## config.mk

```make
export PLATFORM = sky130hd
export DESIGN_NAME = vpce_div
export DESIGN_NICKNAME = d
export VERILOG_FILES = /design/src/vpce_pkg.sv /design/src/vpce_div.sv
export SDC_FILE = /design/constraint.sdc
export NUM_CORES = 2
export LEC_CHECK = 0
export BUFFER_PORTS_ARGS = -buffer_cell sky130_fd_sc_hd__buf_2
export CORE_MARGIN = 4
export CORE_UTILIZATION = 35
export DETAILED_ROUTE_END_ITERATION = 7
export GPL_TIMING_DRIVEN = 0
export PLACE_DENSITY = 0.49
export SYNTH_ARGS = -nofsm -noshare
export SYNTH_HDL_FRONTEND = slang
export SYNTH_SLANG_ARGS = --single-unit
```

## constraint.sdc

```tcl
create_clock -name clk -period 22 [get_ports clk]
set_clock_uncertainty 0.15 [all_clocks]
set_input_delay 0 -clock clk [delete_from_list [all_inputs] [get_ports clk]]
set_output_delay 0 -clock clk [all_outputs]
set_load 0.005 [all_outputs]
```

## src/vpce_pkg.sv

```systemverilog
// Shared constants, types and the arctangent table of the value-to-phase complex encoder.
`default_nettype none

package vpce_pkg;

    localparam int SAMPLE_W            = 16;
    localparam int OUT_W               = 17;
    localparam int MAG_W               = 16;
    localparam int PHASE_BITS          = 16;
    localparam int CORDIC_STAGES       = 16;
    localparam int DIV_STEPS           = MAG_W + PHASE_BITS;
    localparam int DIV_STEPS_PER_STAGE = 4;
    localparam int DIV_STAGES          =
        (DIV_STEPS + DIV_STEPS_PER_STAGE - 1) / DIV_STEPS_PER_STAGE;
    localparam int ANGLE_W             = 32;
    localparam int X0_W                = 32;
    localparam int XY_W                = 35;
    localparam int PROD_W              = MAG_W + X0_W;
    localparam int ROUND_SHIFT         = 16;
    localparam int OUT_LIMIT           = 65535;
    localparam int CFG_INDEX_W         = 2;
    localparam int ATAN_INDEX_W        = 5;

    localparam logic [X0_W-1:0] INV_GAIN = 32'd2608131496;

    typedef enum logic [CFG_INDEX_W-1:0] {
        CFG_RANGE_LOW  = 2'd0,
        CFG_RANGE_HIGH = 2'd1,
        CFG_AMPLITUDE  = 2'd2
    } cfg_reg_t;

    typedef struct packed {
        logic valid;
        logic degen;
        logic neg;
    } ctl_t;

    function automatic logic [ANGLE_W-1:0] atan_turn(input logic [ATAN_INDEX_W-1:0] idx);
        logic [ANGLE_W-1:0] a;
        case (idx)
            5'd0:    a = 32'd536870912;
            5'd1:    a = 32'd316933406;
            5'd2:    a = 32'd167458907;
            5'd3:    a = 32'd85004756;
            5'd4:    a = 32'd42667331;
            5'd5:    a = 32'd21354465;
            5'd6:    a = 32'd10679838;
            5'd7:    a = 32'd5340245;
            5'd8:    a = 32'd2670163;
            5'd9:    a = 32'd1335087;
            5'd10:   a = 32'd667544;
            5'd11:   a = 32'd333772;
            5'd12:   a = 32'd166886;
            5'd13:   a = 32'd83443;
            5'd14:   a = 32'd41722;
            5'd15:   a = 32'd20861;
            5'd16:   a = 32'd10430;
            5'd17:   a = 32'd5215;
            5'd18:   a = 32'd2608;
            5'd19:   a = 32'd1304;
            5'd20:   a = 32'd652;
            5'd21:   a = 32'd326;
            5'd22:   a = 32'd163;
            5'd23:   a = 32'd81;
            default: a = '0;
        endcase
        return a;
    endfunction

endpackage

`default_nettype wire

```

## src/vpce_div.sv

```systemverilog
// Pipelined restoring divider that yields the phase quotient modulo one turn and the remainder flag.
`default_nettype none

module vpce_div
    import vpce_pkg::*;
(
    input  wire logic              clk,
    input  wire logic              rst_n,
    input  wire logic              en,
    input  wire ctl_t              in_ctl,
    input  wire logic [MAG_W-1:0]  mag,
    input  wire logic [MAG_W-1:0]  dmag,
    output ctl_t                   out_ctl,
    output logic [PHASE_BITS-1:0]  quot,
    output logic                   rem_nz
);

    ctl_t                  ctl_reg [DIV_STAGES];
    logic [MAG_W-1:0]      rem_reg [DIV_STAGES];
    logic [DIV_STEPS-1:0]  dvd_reg [DIV_STAGES];
    logic [PHASE_BITS-1:0] q_reg   [DIV_STAGES];

    ctl_t                  ctl_next [DIV_STAGES];
    logic [MAG_W-1:0]      rem_next [DIV_STAGES];
    logic [DIV_STEPS-1:0]  dvd_next [DIV_STAGES];
    logic [PHASE_BITS-1:0] q_next   [DIV_STAGES];

    for (genvar g = 0; g < DIV_STAGES; g++)
    begin : g_stage
        ctl_t                  ctl_in;
        logic [MAG_W-1:0]      rem_in;
        logic [DIV_STEPS-1:0]  dvd_in;
        logic [PHASE_BITS-1:0] q_in;
        logic [MAG_W:0]        trial;
        logic                  qbit;

        if (g == 0)
        begin : g_first
            assign ctl_in = in_ctl;
            assign rem_in = '0;
            assign dvd_in = {mag, {PHASE_BITS{1'b0}}};
            assign q_in   = '0;
        end
        else
        begin : g_chain
            assign ctl_in = ctl_reg[g-1];
            assign rem_in = rem_reg[g-1];
            assign dvd_in = dvd_reg[g-1];
            assign q_in   = q_reg[g-1];
        end

        always_comb
        begin
            ctl_next[g] = ctl_in;
            rem_next[g] = rem_in;
            dvd_next[g] = dvd_in;
            q_next[g]   = q_in;
            trial       = '0;
            qbit        = 1'b0;
            for (int k = 0; k < DIV_STEPS_PER_STAGE; k++)
            begin
                if (g * DIV_STEPS_PER_STAGE + k < DIV_STEPS)
                begin
                    trial       = {rem_next[g], dvd_next[g][DIV_STEPS-1]};
                    dvd_next[g] = dvd_next[g] << 1;
                    qbit        = (trial >= {1'b0, dmag});
                    if (qbit)
                    begin
                        trial = trial - {1'b0, dmag};
                    end
                    rem_next[g] = trial[MAG_W-1:0];
                    q_next[g]   = {q_next[g][PHASE_BITS-2:0], qbit};
                end
            end
        end

        always_ff @(posedge clk or negedge rst_n)
        begin
            if (!rst_n)
            begin
                ctl_reg[g] <= '0;
                rem_reg[g] <= '0;
                dvd_reg[g] <= '0;
                q_reg[g]   <= '0;
            end
            else if (en)
            begin
                ctl_reg[g] <= ctl_next[g];
                rem_reg[g] <= rem_next[g];
                dvd_reg[g] <= dvd_next[g];
                q_reg[g]   <= q_next[g];
            end
        end
    end

    assign out_ctl = ctl_reg[DIV_STAGES-1];
    assign quot    = q_reg[DIV_STAGES-1];
    assign rem_nz  = (rem_reg[DIV_STAGES-1] != '0);

endmodule

`default_nettype wire

```

==> results.toml <==
[status]
outcome = "finished clean"

[yosys]
synth-edff-count = 0
ys_types = 97
synth_most_common_cell = "ha_1"
yosysTopAreaCell = "ha_1"
postSynthCellCount = 4515
syn_area_um2 = 36000
syn_avg_cell_area_um2 = 7.97
ys_warn_count = 0
netlist_top_cells_count = "486 x ha_1, 412 x a21oi_1, 394 x nor2_1"
async_flop_share_pct = 100
ys_top_cells_by_area = "ha_1 17%, dfrtp_1 15%, mux2_2 7.9%"
synth.top_cell.area_share_pct = 16.9
ys_ff_latch = 216
synth_nets = 5058
ys_seq_area_share_pct = 15.0
synthFlopType = "dfrtp_1"

[floorplan]
initial_core_util_pct = 35.3
rows = 117
dieArea_um2 = 108000
pin_count = 58
die_y_um = 329
core_um2 = 102000
die_w_um = 329

[global_routing]
grt_max_degree = 83
antenna_found_initial = 3
grt_pass1_wl_mm = 197
grt_remaining_overflow = 0
grt.total_usage_pct = 23.2
first_global_vias = 33800

[clock_tree]
cts_resized = 0
numCtsBuffers = 34
clock_latency_ns = 0.57
path_clk_slew_ns = 0.05
root_buffer = "clkbuf_16"
clkSinkCount = 216
postCtsSetupBuffers = 0
cts_tree = "done"
h-tree-depth = 2
cts_buffer_depth = 3

[layout]
fin_nets = 5186
area_delta_synth_final_pct = 10.5
largest_reg_flops = 112
fillers = 10700
drive_gt1_share_pct = 10.8

[timing]
fmax_mhz = 67.4
hold_viol = 0
tightestPinTransition_ns = 1.47
slew_headroom_pct = 1.90
setup_tns_ns = 0
setup_viol = 0
period_share_pct = 67.5
fin_crit_ns = 14.84
slew_viol_final = 0
grt_setup_unrepaired = "false"

[route]
vias = 34900
wire_per_inst_um = 21.2
vias_per_cell = 5.78
drtIter0Drc = 2626
drt-pass1-iter-count = 5
drc = 0
finalWirelength_mm = 128
ant_nets = 0

[placed_design]
io_buffers = 56
globalplace.congestion = 0.904
dp.final_hpwl_mm = 99.5

[setup_path]
cp.required_ns = 22.32
worst_setup_path_start_kind = "input pin"
crit_type = "input pin to flop"
cp_slowest_stage_delay_ns = 0.84
worstPathMaxFanout = 18
end_kind = "flop"
crit_arrival_ns = 15.16
cp_slowest_cell = "o21ai_0"
cpMostUsedCell = "clkbuf_1"

[flow_run]
maxCapViolCount = 0

[min_path]
hold_path.class = "input pin to flop"
-- final timing paths --
| path | start | end | slack [ns] | depth (start not counted) |
|---|---|---|---|---|
| min in group asynchronous | rst_n | g_stage[7].rem_in[14]$_DFFE_PN0P_ | 0.41 | 4 |
| min | in_ctl[0] | ctl_next[18]$_DFFE_PN0P_ | 0.06 | 3 |
| max in group asynchronous | rst_n | g_stage[1].rem_in[3]$_DFFE_PN0P_ | 20.82 | 4 |
| max | dmag[0] | g_stage[7].rem_in[12]$_DFFE_PN0P_ | 7.16 | 50 |
| min reg2reg | g_stage[2].dvd_in[27]$_DFFE_PN0P_ | g_stage[3].dvd_in[31]$_DFFE_PN0P_ | 0.35 | 2 |
| max reg2reg | g_stage[6].rem_in[0]$_DFFE_PN0P_ | g_stage[7].rem_in[12]$_DFFE_PN0P_ | 8.65 | 45 |
-- kinds of logic (layout without fill, tap and decap cells) --
logic type                 Yosys count  in the layout  share of synthesized area [%]
other                                0              1                              0
xor gates and xnor gates           358            358                           8.71
AOI/OAI and AO/OA                 1488           1488                           27.1
muxes                              344            344                           10.4
and+or+nand+nor                   1271           1271                           17.1
DFF                                216            216                           15.0
adders and majority gates          505            505                           17.9
buffers and inverters              333            486                           3.66
-- layout make-up --
type	instances	area, um^2	share of cell area (%)
Antenna cell	1	2.50	0.00629
Tap cell	1368	1710	4.30
Multi-Input combinational cell	3966	29300	73.6
Timing Repair Buffer	92	858	2.16
Inverter	208	785	1.97
Clock inverter	11	165	0.415
Clock buffer	50	1050	2.65
Buffer	125	536	1.35
Sequential cell	216	5410	13.6
-- routing by layer --
metal / wire, um / track usage (%) / vias to the layer above
li1: - / - / 17300
met4: 4080 / 7.05 / 0
met5: 0 / 0 / -
met3: 6590 / 2.77 / 183
met1: 60500 / 32.0 / 16600
met2: 57000 / 37.8 / 816
-- per-stage QoR --
stage	hold slack [ns]	cell area (um^2)	utilization [%]	instances	worst slack (ns)
finish	0.0555	39800	39.1	6037	7.16
global route	0.0485	39800	39.1	6036	6.40
CTS	0.0114	39800	39.1	6036	7.41
detailed placement	-0.145	38400	37.6	5955	6.87
global placement	0.0832	38000	37.3	5939	6.29
floorplan	-0.446	36000	-	4515	10.50
-- worst max-delay path, delay by kind of cell --
family	cells	cell delay [ns]
AOI/OAI and AO/OA	22	5.47
adders and majority gates	4	1.52
buffers and inverters	14	5.62
muxes	1	0.34
and+or+nand+nor	9	2.13
-- placed cells by master (no fill, tap or decap), drive strengths merged, types with 74 or more instances in the layout --
master	n
o21ai	299
nor3	113
dfrtp	216
buf	104
nand3	102
mux2	253
clkbuf	144
a21oi	412
ha	486
mux2i	91
nor2	395
inv	207
a21o	155
o21a	74
nand2	268
xor2	124
xnor2	234
-- repair_timing --
action / CTS / global route
setup endpoints to repair: 0 / 0
hold endpoints to repair: 233 / 0
hold buffers: 20 / 0
Power is not shown: default switching activity piles up to over one toggle a cycle in this logic, so the estimate is an artifact.
