File: src/vpce_pkg.sv
// Shared constants, types and the arctangent table of the value-to-phase complex encoder.
`default_nettype none

package vpce_pkg;

    localparam int SAMPLE_W            = 16;
    localparam int OUT_W               = 17;
    localparam int MAG_W               = 16;
    localparam int PHASE_BITS          = 16;
    localparam int CORDIC_STAGES       = 16;
    localparam int DIV_STEPS           = MAG_W + PHASE_BITS;
    localparam int DIV_STEPS_PER_STAGE = 4;
    localparam int DIV_STAGES          =
        (DIV_STEPS + DIV_STEPS_PER_STAGE - 1) / DIV_STEPS_PER_STAGE;
    localparam int ANGLE_W             = 32;
    localparam int X0_W                = 32;
    localparam int XY_W                = 35;
    localparam int PROD_W              = MAG_W + X0_W;
    localparam int ROUND_SHIFT         = 16;
    localparam int OUT_LIMIT           = 65535;
    localparam int CFG_INDEX_W         = 2;
    localparam int ATAN_INDEX_W        = 5;

    localparam logic [X0_W-1:0] INV_GAIN = 32'd2608131496;

    typedef enum logic [CFG_INDEX_W-1:0] {
        CFG_RANGE_LOW  = 2'd0,
        CFG_RANGE_HIGH = 2'd1,
        CFG_AMPLITUDE  = 2'd2
    } cfg_reg_t;

    typedef struct packed {
        logic valid;
        logic degen;
        logic neg;
    } ctl_t;

    function automatic logic [ANGLE_W-1:0] atan_turn(input logic [ATAN_INDEX_W-1:0] idx);
        logic [ANGLE_W-1:0] a;
        case (idx)
            5'd0:    a = 32'd536870912;
            5'd1:    a = 32'd316933406;
            5'd2:    a = 32'd167458907;
            5'd3:    a = 32'd85004756;
            5'd4:    a = 32'd42667331;
            5'd5:    a = 32'd21354465;
            5'd6:    a = 32'd10679838;
            5'd7:    a = 32'd5340245;
            5'd8:    a = 32'd2670163;
            5'd9:    a = 32'd1335087;
            5'd10:   a = 32'd667544;
            5'd11:   a = 32'd333772;
            5'd12:   a = 32'd166886;
            5'd13:   a = 32'd83443;
            5'd14:   a = 32'd41722;
            5'd15:   a = 32'd20861;
            5'd16:   a = 32'd10430;
            5'd17:   a = 32'd5215;
            5'd18:   a = 32'd2608;
            5'd19:   a = 32'd1304;
            5'd20:   a = 32'd652;
            5'd21:   a = 32'd326;
            5'd22:   a = 32'd163;
            5'd23:   a = 32'd81;
            default: a = '0;
        endcase
        return a;
    endfunction

endpackage

`default_nettype wire

File: src/vpce_front.sv
// Input stage: offset of the sample from the low range bound, its magnitude and the quotient sign.
`default_nettype none

module vpce_front
    import vpce_pkg::*;
(
    input  wire logic                       clk,
    input  wire logic                       rst_n,
    input  wire logic                       en,
    input  wire logic                       sample_valid,
    input  wire logic signed [SAMPLE_W-1:0] sample,
    input  wire logic signed [SAMPLE_W-1:0] range_low,
    input  wire logic                       diff_neg,
    input  wire logic                       degen,
    output ctl_t                            ctl,
    output logic [MAG_W-1:0]                mag
);

    logic signed [SAMPLE_W:0] num;
    logic [SAMPLE_W:0]        num_abs;
    ctl_t                     ctl_reg;
    ctl_t                     ctl_next;
    logic [MAG_W-1:0]         mag_reg;
    logic [MAG_W-1:0]         mag_next;

    always_comb
    begin
        num     = {sample[SAMPLE_W-1], sample} - {range_low[SAMPLE_W-1], range_low};
        num_abs = num[SAMPLE_W] ? (SAMPLE_W+1)'(-num) : num;
        mag_next = num_abs[MAG_W-1:0];
        ctl_next.valid = sample_valid;
        ctl_next.degen = degen;
        ctl_next.neg   = num[SAMPLE_W] ^ diff_neg;
    end

    always_ff @(posedge clk or negedge rst_n)
    begin
        if (!rst_n)
        begin
            ctl_reg <= '0;
            mag_reg <= '0;
        end
        else if (en)
        begin
            ctl_reg <= ctl_next;
            mag_reg <= mag_next;
        end
    end

    assign ctl = ctl_reg;
    assign mag = mag_reg;

endmodule

`default_nettype wire

File: config.mk
export PLATFORM = sky130hd
export DESIGN_NAME = vpce_front
export DESIGN_NICKNAME = d
export VERILOG_FILES = /design/src/vpce_pkg.sv /design/src/vpce_front.sv
export SDC_FILE = /design/constraint.sdc
export NUM_CORES = 1
export LEC_CHECK = 0
export ABC_AREA = 1
export CAP_MARGIN = 20
export CORE_UTILIZATION = 55
export CTS_BUF_LIST = sky130_fd_sc_hd__clkbuf_4 sky130_fd_sc_hd__clkbuf_8
export DETAILED_ROUTE_END_ITERATION = 16
export DONT_BUFFER_PORTS = 1
export PLACE_DENSITY = 0.67
export SYNTH_ARGS = -nofsm -noshare
export SYNTH_HDL_FRONTEND = slang
export SYNTH_SLANG_ARGS = --single-unit
File: constraint.sdc
create_clock -name clk -period 1.56 [get_ports clk]
set_input_delay 0.312 -clock clk [delete_from_list [all_inputs] [get_ports clk]]
set_output_delay 0.312 -clock clk [all_outputs]
set_load 0.05 [all_outputs]
==> results_dict.tcl, run 1 <==
set metrics [dict create \
    rsz0062_at_grt "true" \
    critPathCaptureType "flip-flop" \
    violations "negative setup slack" \
    core_area_um2 3770 \
    finalSetupTns_ps -5370 \
    crit_chain "inv_12, ha_4, inv_4, fa_2, inv_2, nand2_2, a21oi_2, nand3_2, nor2_4, nand2_2, nor2_4, nand2_4, nor2_4, nand2_1, nand2_1, nand3_1, nand3_1, nand2_1" \
    drive_above_1_share_pct 30.8 \
    start_util_pct 58.9 \
    die-height_um 65.5 \
    antenna_found_initial 0 \
    antenna_cells 0 \
    maxSlewViolCount 0 \
    wirelength_mm 5.76 \
    ioPinCount 57 \
    busiest_layer "met2" \
    postRouteAntennaNets 0 \
    yosysTopAreaCell "nand2_1" \
    slowest_delay_ps 440 \
    dp_hpwl_mm 4.03 \
    io_buffers 0 \
    ys_seq_area_share_pct 21.4 \
    start_kind "primary input" \
    fmaxAchievable_ghz 0.492 \
    grt_pass1_wl_mm 8.83 \
    cts_root_buf "clkbuf_8" \
    cts_made_buffers 3 \
    ir_worst_vdd_uv 330 \
    power.total_mw 2.70 \
    setup_ws_ps -471 \
    use_met3_pct 1.91 \
    synthCells 371 \
    stdcell_count 476 \
    via_count 2374 \
    synth_top_area_share_pct 24.7 \
    outcome "finished, violations left" \
    globalRouteOverflowTotal 0 \
    cts.sinks 19 \
    synth_area_um2 2220 \
    viasPerCell 4.99 \
    synth_fp_nets 427 \
    holdWs_ps 165 \
    fin_crit_sh_pct 130 \
    worst-path-max-fanout 3 \
    grt_pass1_vias 2048 \
    grt_max_degree 22 \
    drc 0 \
    p_leak_nw 1.74 \
    synth.distinct_cells 34 \
    dpl.cell_count 461 \
    clk_pin_slew_ps 60 \
    use_met2_pct 46.6 \
    min_path_type "in2reg" \
    firstDrtPassIters 4 \
    dieArea_um2 4290 \
    cp_top_family "simple AND/OR/NAND/NOR gates" \
    synth_area_leaders "nand2_1 (25%), dfrtp_1 (21%), inv_1 (11%)" \
    tightest_slew_ps 814 \
    worstPathArrival_ps 2180 \
    rows 22 \
    nets 485 \
    setup_viol 16 \
    clk_latency_ps 250 \
    required_ps 1710 \
    gp_congestion 0.822 \
    grt_usage_pct 25.7 \
    ys_warn_count 0 \
    htreeDepth 1 \
    largest_reg_flops 16 \
    powerDensity_nw_per_um2 879 \
    fin_crit_ps 2030 \
    met1_usage_pct 32.5 \
    cts_tree "yes" \
    crit_buf_inv 3 \
    areaGrowthSynthToFinish_pct 38.7 \
    drtIter0Drc 137 \
    cap_violations 0 \
    skew_ps 0 \
    finalHoldViolCount 0 \
    critical_path_class "in2reg" \
    relSlewSlack_pct 45.6 \
    synth.avg_cell_area_um2 5.98 \
    place_ws_ps -696 \
    ctsLongestPathBuffers 2 \
    fp.dieW_um 65.5 \
    routedWlPerCell_um 12.1 \
    cp_slowest_cell "fa_2" \
    synth_seq_cells 19 \
]
## worst paths after layout
kind / start / to / slack (ps) / depth (start not counted)
max: sample[0] / mag[15]$_DFFE_PN0P_ / -470 / 18
min: en / mag[5]$_DFFE_PN0P_ / 160 / 1
max reg2reg: mag[7]$_DFFE_PN0P_ / mag[7]$_DFFE_PN0P_ / 550 / 2
min reg2reg: ctl[1]$_DFFE_PN0P_ / ctl[1]$_DFFE_PN0P_ / 780 / 2
max in group asynchronous: rst_n / mag[10]$_DFFE_PN0P_ / 460 / 1
min in group asynchronous: rst_n / mag[9]$_DFFE_PN0P_ / 600 / 1
## cells in the final DEF, fill, tap and decap left out, types with 2 or more instances in the layout
| cell type | n |
|---|---|
| clkbuf_8 | 3 |
| nor2_4 | 10 |
| nand3b_1 | 3 |
| nand3_2 | 9 |
| a31oi_1 | 2 |
| buf_6 | 6 |
| or2_1 | 2 |
| nand3_1 | 20 |
| nand4_1 | 4 |
| dfrtp_1 | 19 |
| o21ai_1 | 6 |
| a21oi_1 | 7 |
| ha_1 | 12 |
| inv_1 | 65 |
| nand2_4 | 5 |
| nand2_2 | 15 |
| inv_2 | 4 |
| xor2_1 | 3 |
| buf_4 | 51 |
| xnor2_2 | 3 |
| nand2_1 | 135 |
| nand3_4 | 2 |
| nor2_2 | 2 |
| ha_4 | 5 |
| a21oi_2 | 4 |
| nor2_1 | 15 |
## routing by layer
| layer | vias up | wire [um] |
|---|---|---|
| met1 | 1062 | 2670 |
| met4 | 0 | 36 |
| li1 | 1250 | - |
| met5 | - | 0 |
| met3 | 4 | 190 |
| met2 | 58 | 2860 |
## cell families after synthesis
logic type | Yosys count | share of synthesized area [%]
adder cells (fa/ha/maj) | 18 | 10.5
buffers and inverters | 77 | 13.6
flip-flops | 19 | 21.4
AND/OR/NAND/NOR | 226 | 45.1
XOR/XNOR | 7 | 3.10
AO/OA/AOI/OAI | 24 | 6.31
## what timing repair did
action,4_1_cts,5_1_grt
endpoints found under the setup margin,16,16
buffers inserted,7,4
hold buffers,1,0
pin swaps,14,23
endpoints found under the hold margin,19,0
resized for setup,35,24
## cells in the mapped netlist
library cell,instances
nand2_1,146
inv_1,68
nand3_1,29
nor2_1,20
dfrtp_1,19
ha_1,17
a21oi_1,10
nand2_2,9
o21ai_0,5
nand4_1,4
nor2_4,4
inv_2,3
nand3b_1,3
nor2_2,3
o21ai_1,3
xnor2_1,3
xor2_1,3
a31oi_1,2
buf_2,2
clkbuf_1,2
nand3_2,2
or2_1,2
a211oi_1,1
a21oi_2,1
and2_1,1
buf_6,1
fa_1,1
inv_4,1
nand2_4,1
nor3_1,1
nor3_2,1
o21ai_2,1
o31ai_2,1
xor2_2,1
## stage by stage
| step | area, um2 | utilization, % |
|---|---|---|
| after floorplan | 2300 | - |
| after global placement | 2680 | 71.1 |
| after detailed placement | 2680 | 71.1 |
| after CTS | 2940 | 77.9 |
| after global routing | 3080 | 81.6 |
| final | 3080 | 81.6 |
## cell type report
cell class | count | area, um2
clock buffers | 4 | 48.8
flip-flops and latches | 19 | 475
well taps | 48 | 60.1
multi-input cells | 275 | 1740
repair buffers | 58 | 460
inverters | 72 | 298
fillers | 267 | 693
## report_power, final
group	switching [mW]	internal, mW	total (mW)
Clock	0.149	0.199	0.348
Combinational	0.722	0.587	1.31
Sequential	0.457	0.591	1.05
Power figures use the tool's default switching activity.
==> run 2, diff against run 1 <==
--- a/config.mk
+++ b/config.mk
@@ -7,11 +7,13 @@
 export LEC_CHECK = 0
 export ABC_AREA = 1
 export CAP_MARGIN = 20
-export CORE_UTILIZATION = 55
+export CORE_UTILIZATION = 35
 export CTS_BUF_LIST = sky130_fd_sc_hd__clkbuf_4 sky130_fd_sc_hd__clkbuf_8
 export DETAILED_ROUTE_END_ITERATION = 16
 export DONT_BUFFER_PORTS = 1
-export PLACE_DENSITY = 0.67
+export PLACE_DENSITY = 0.46
+export REMOVE_ABC_BUFFERS = 1
+export SKIP_LAST_GASP = 1
 export SYNTH_ARGS = -nofsm -noshare
 export SYNTH_HDL_FRONTEND = slang
 export SYNTH_SLANG_ARGS = --single-unit
==> results_dict.tcl, run 2 (synthesized netlist as in run 1, its figures left out) <==
set metrics [dict create \
    outcome "finished, violations left" \
    violations "negative setup slack" \
    cap_violations 0 \
    min_path_type "in2reg" \
    drtIter0Drc 64 \
    die-height_um 81.6 \
    whs_path_depth 1 \
    largest_reg_flops 16 \
    gp_congestion 0.816 \
    clk_pin_slew_ps 70 \
    powerDensity_nw_per_um2 831 \
    wirelength_mm 5.76 \
    r2r_cells 2 \
    worst-path-max-fanout 3 \
    viasPerCell 4.54 \
    io_buffers 0 \
    worstPathArrival_ps 2250 \
    fmaxAchievable_ghz 0.486 \
    critPathCaptureType "flip-flop" \
    antenna_cells 0 \
    dp_hpwl_mm 4.31 \
    fin_crit_ps 2060 \
    drc 0 \
    clkPwrFrac_pct 12.8 \
    start_util_pct 36.8 \
    holdCritStartpoint "en" \
    placed_area_um2 2710 \
    drive_above_1_share_pct 36.3 \
    p_leak_nw 1.83 \
    htreeDepth 1 \
    via_count 2350 \
    holdPathEnd "mag[5]$_DFFE_PN0P_" \
    rsz0062_at_grt "true" \
    grt_usage_pct 17.4 \
    setup_viol 16 \
    tightest_slew_ps 857 \
    r2r_end "mag[5]$_DFFE_PN0P_" \
    fp.dieW_um 81.6 \
    p_sw_share_pct 48.1 \
    required_ps 1750 \
    dpl.cell_count 497 \
    final_common_cell "nand2_1" \
    rows 28 \
    crit_chain "inv_8, ha_4, inv_2, fa_2, inv_2, nand2_4, a21oi_4, nand3_2, nor2_4, nand2_2, nor2_4, nand2_4, buf_4, o21ai_2, or2_1, nand3_1, nand2_1" \
    startpoint "sample[0]" \
    r2r_setup_slack_ps 610 \
    finalSetupTns_ps -5750 \
    ir_worst_vdd_uv 752 \
    cts.sinks 19 \
    cts_tree "yes" \
    antenna_found_initial 0 \
    final_util_pct 54.6 \
    cts_root_buf "clkbuf_8" \
    cell_internal_pwr_mw 1.42 \
    cts_made_buffers 3 \
    postRouteAntennaNets 0 \
    ctsLongestPathBuffers 2 \
    holdWs_ps 166 \
    maxSlewViolCount 0 \
    areaGrowthSynthToFinish_pct 48.3 \
    nets 500 \
    grt_max_degree 20 \
    routedWlPerCell_um 11.1 \
    fin_crit_sh_pct 132 \
    grt_pass1_vias 2056 \
    pwr-share-seq_pct 38.1 \
    place_ws_ps -848 \
    globalRouteOverflowTotal 0 \
    power.switching_mw 1.32 \
    stdcell_count 518 \
    cp_slowest_cell "fa_2" \
    firstDrtPassIters 4 \
    skew_ps 0 \
    slowest_delay_ps 440 \
    setup_ws_ps -496 \
    fin_area_um2 3290 \
    dieArea_um2 6660 \
    finalHoldViolCount 0 \
    start_kind "primary input" \
    core_area_um2 6030 \
    power.total_mw 2.74 \
    relSlewSlack_pct 42.7 \
    ioPinCount 57 \
    grt_pass1_wl_mm 9.06 \
    final_cell_mix "nand2_1 (125), inv_1 (65), buf_4 (64), nand2_2 (23), dfrtp_1 (19)" \
    critical_path_class "in2reg" \
    r2r-start "mag[5]$_DFFE_PN0P_" \
    pwr-share-comb_pct 49.1 \
    clk_latency_ps 250 \
]
-- run 2: repair_timing --
action                                  4_1_cts  5_1_grt
gates resized for setup                      61       33
buffers inserted                              8        8
endpoints found under the setup margin       16       16
pin swaps                                    28       28
cloned                                        1        0
hold endpoints to repair                     19        0
hold buffers                                  1        0
-- run 2: worst max path at each step --
stage	end	depth (start not counted)	slack, ps
floorplan	mag[15]$_DFFE_PN0P_	18	-680
global placement	mag[13]$_DFFE_PN0P_	18	-760
detailed placement	mag[13]$_DFFE_PN0P_	18	-850
CTS	mag[15]$_DFFE_PN0P_	18	-490
global route	mag[11]$_DFFE_PN0P_	17	-650
finish	mag[11]$_DFFE_PN0P_	17	-500
-- run 2: final cells by class --
cell class	instances	area (um2)
Fill cell	592	2730
Clock buffer	4	48.8
Tap cell	75	93.8
Timing Repair Buffer	72	569
Sequential cell	19	475
Multi-Input combinational cell	276	1810
Inverter	72	290
-- run 2: routing by layer --
layer,routed length [um],GRT usage [%],up-vias
li1,-,-,1285
met1,2780,22.6,1011
met2,2700,30.8,52
met3,253,1.89,2
met4,29,3.33,0
met5,0,0,-
-- run 2: power by group through the flow --
stage          combinational, mW  clock [mW]  sequential, mW
2_1_floorplan              0.664           0            1.04
3_3_place_gp                1.03           0            1.05
3_5_place_dp                1.04           0            1.06
4_1_cts                     1.25       0.362            1.04
5_1_grt                     1.50       0.383            1.06
6_report                    1.34       0.351            1.04
-- run 2: critical path, delay by kind of cell --
kind	cells	cell delay (ps)
simple gates	9	780
buf+inv	4	290
compound gates	2	280
fa+ha+maj	2	580
==> run 3, diff against run 2 <==
--- a/config.mk
+++ b/config.mk
@@ -7,6 +7,7 @@
 export LEC_CHECK = 0
 export ABC_AREA = 1
 export CAP_MARGIN = 20
+export CORE_MARGIN = 5
 export CORE_UTILIZATION = 35
 export CTS_BUF_LIST = sky130_fd_sc_hd__clkbuf_4 sky130_fd_sc_hd__clkbuf_8
 export DETAILED_ROUTE_END_ITERATION = 16
==> results_dict.tcl, run 3 (synthesized netlist as in run 1, its figures left out) <==
set metrics [dict create \
    antenna_cells 0 \
    routedWlPerCell_um 11.3 \
    cts_made_buffers 3 \
    required_ps 1720 \
    worstPathArrival_ps 2140 \
    dp_hpwl_mm 4.42 \
    tightest_slew_ps 868 \
    finalHoldViolCount 0 \
    busiest_layer "met2" \
    ioPinCount 57 \
    cts_tree "yes" \
    htreeDepth 1 \
    cap_violations 0 \
    largest_reg_flops 16 \
    min_path_type "in2reg" \
    fp.dieW_um 89.6 \
    crit_buf_inv 3 \
    nets 496 \
    core_area_um2 6240 \
    cts_root_buf "clkbuf_8" \
    rsz0062_at_grt "true" \
    final_cell_mix "nand2_1 (125), buf_4 (65), inv_1 (62), nand2_2 (24), dfrtp_1 (19)" \
    crit_chain "inv_8, ha_4, inv_2, fa_2, inv_2, nand2_2, a21oi_2, nand3_2, nor2_4, nand2_2, nor2_4, nand2_4, nor2_4, nand2_1, nand2_1, nand3_1, nand3_1, nand2_1" \
    ir_worst_vdd_uv 608 \
    via_count 2337 \
    outcome "finished, violations left" \
    holdCritStartpoint "en" \
    final_common_cell "nand2_1" \
    start_util_pct 35.6 \
    cts.sinks 19 \
    p_leak_nw 1.80 \
    r2r-start "mag[5]$_DFFE_PN0P_" \
    relSlewSlack_pct 41.9 \
    drc 0 \
    worst-path-max-fanout 3 \
    cp_top_family "simple AND/OR/NAND/NOR gates" \
    postRouteAntennaNets 0 \
    dieArea_um2 8030 \
    skew_ps 0 \
    gp_congestion 0.768 \
    regArea_um2 475 \
    start_kind "primary input" \
    finalSetupTns_ps -4060 \
    viasPerCell 4.53 \
    die-height_um 89.6 \
    fin_crit_ps 1980 \
    fin_crit_sh_pct 127 \
    final_util_pct 52.6 \
    met1_usage_pct 19.5 \
    clk_pin_slew_ps 80 \
    fmaxAchievable_ghz 0.505 \
    grt_pass1_wl_mm 9.38 \
    use_met3_pct 1.28 \
    critical_path_class "in2reg" \
    setup_viol 16 \
    powerDensity_nw_per_um2 833 \
    cp_slowest_cell "fa_2" \
    antenna_found_initial 0 \
    stdcell_count 516 \
    fin_area_um2 3280 \
    areaGrowthSynthToFinish_pct 48.0 \
    fillers 658 \
    grt_pass1_vias 2174 \
    dpl.cell_count 499 \
    clk_latency_ps 260 \
    setup_ws_ps -420 \
    io_buffers 0 \
    placed_area_um2 2710 \
    startpoint "sample[0]" \
    multi_input_area_um2 1860 \
    violations "negative setup slack" \
    drive_above_1_share_pct 38.7 \
    critPathCaptureType "flip-flop" \
    globalRouteOverflowTotal 0 \
    grt_max_degree 20 \
    use_met2_pct 24.2 \
    rows 29 \
    ctsLongestPathBuffers 2 \
    drtIter0Drc 42 \
    maxSlewViolCount 0 \
    firstDrtPassIters 4 \
    grt_usage_pct 14.2 \
    slowest_delay_ps 440 \
    wirelength_mm 5.85 \
    place_ws_ps -792 \
]
[run 3: cell types whose count changed in the layout (fill, tap and decap cells not counted), moves of 3 or more]
cell,before,now
buf_6,7,2
a21oi_1,8,5
nor2_1,16,10
a21oi_2,2,6
nor2_4,8,11
nor2_2,3,6
inv_2,5,8
inv_1,65,62
[run 3: metal layers]
layer | up-vias | part of all wire, %
li1 | 1275 | -
met1 | 1012 | 48
met2 | 46 | 47
met3 | 4 | 4.3
met4 | 0 | 0.82
met5 | - | 0
[run 3: path summary, 6_finish.rpt]
check / endpoint / slack [ps] / cells past startpoint
min in group asynchronous: mag[7]$_DFFE_PN0P_ / 610 / 1
max in group asynchronous: mag[6]$_DFFE_PN0P_ / 410 / 1
worst max-delay path: mag[15]$_DFFE_PN0P_ / -420 / 18
worst min register to register: ctl[1]$_DFFE_PN0P_ / 780 / 2
worst max register to register: mag[5]$_DFFE_PN0P_ / 600 / 2
worst min-delay path: mag[7]$_DFFE_PN0P_ / 150 / 1
[run 3: repair_timing]
item                                   CTS  global route
gates resized for setup                 51            52
setup endpoints to repair               16            16
setup buffers                            5             6
endpoints found under the hold margin   19             0
pin swaps                               30            37
hold buffers                             1             0
gates cloned                             1             0
[run 3: power by group]
| part | total (mW) | internal (mW) | leakage [nW] | switching (mW) |
|---|---|---|---|---|
| combinational | 1.35 | 0.627 | 1.54 | 0.718 |
| clock | 0.346 | 0.178 | 0.0255 | 0.169 |
| sequential | 1.04 | 0.591 | 0.228 | 0.454 |
| total | 2.74 | 1.40 | 1.80 | 1.34 |
[run 3: stage by stage]
stage | hold WS [ps] | power, mW
4_1_cts | 144 | 2.60
3_5_place_dp | 16.9 | 2.11
3_3_place_gp | 16.9 | 2.09
2_1_floorplan | 16.4 | 1.70
6_report | 146 | 2.74
5_1_grt | 156 | 2.95
[run 3: area by class of cell]
class	count	area share, %
multi-input cells	276	56.5
repair buffers	68	15.8
flip-flops and latches	19	14.5
inverters	72	8.84
well taps	77	2.93
clock buffers	3	1.26
clock inverters	1	0.152
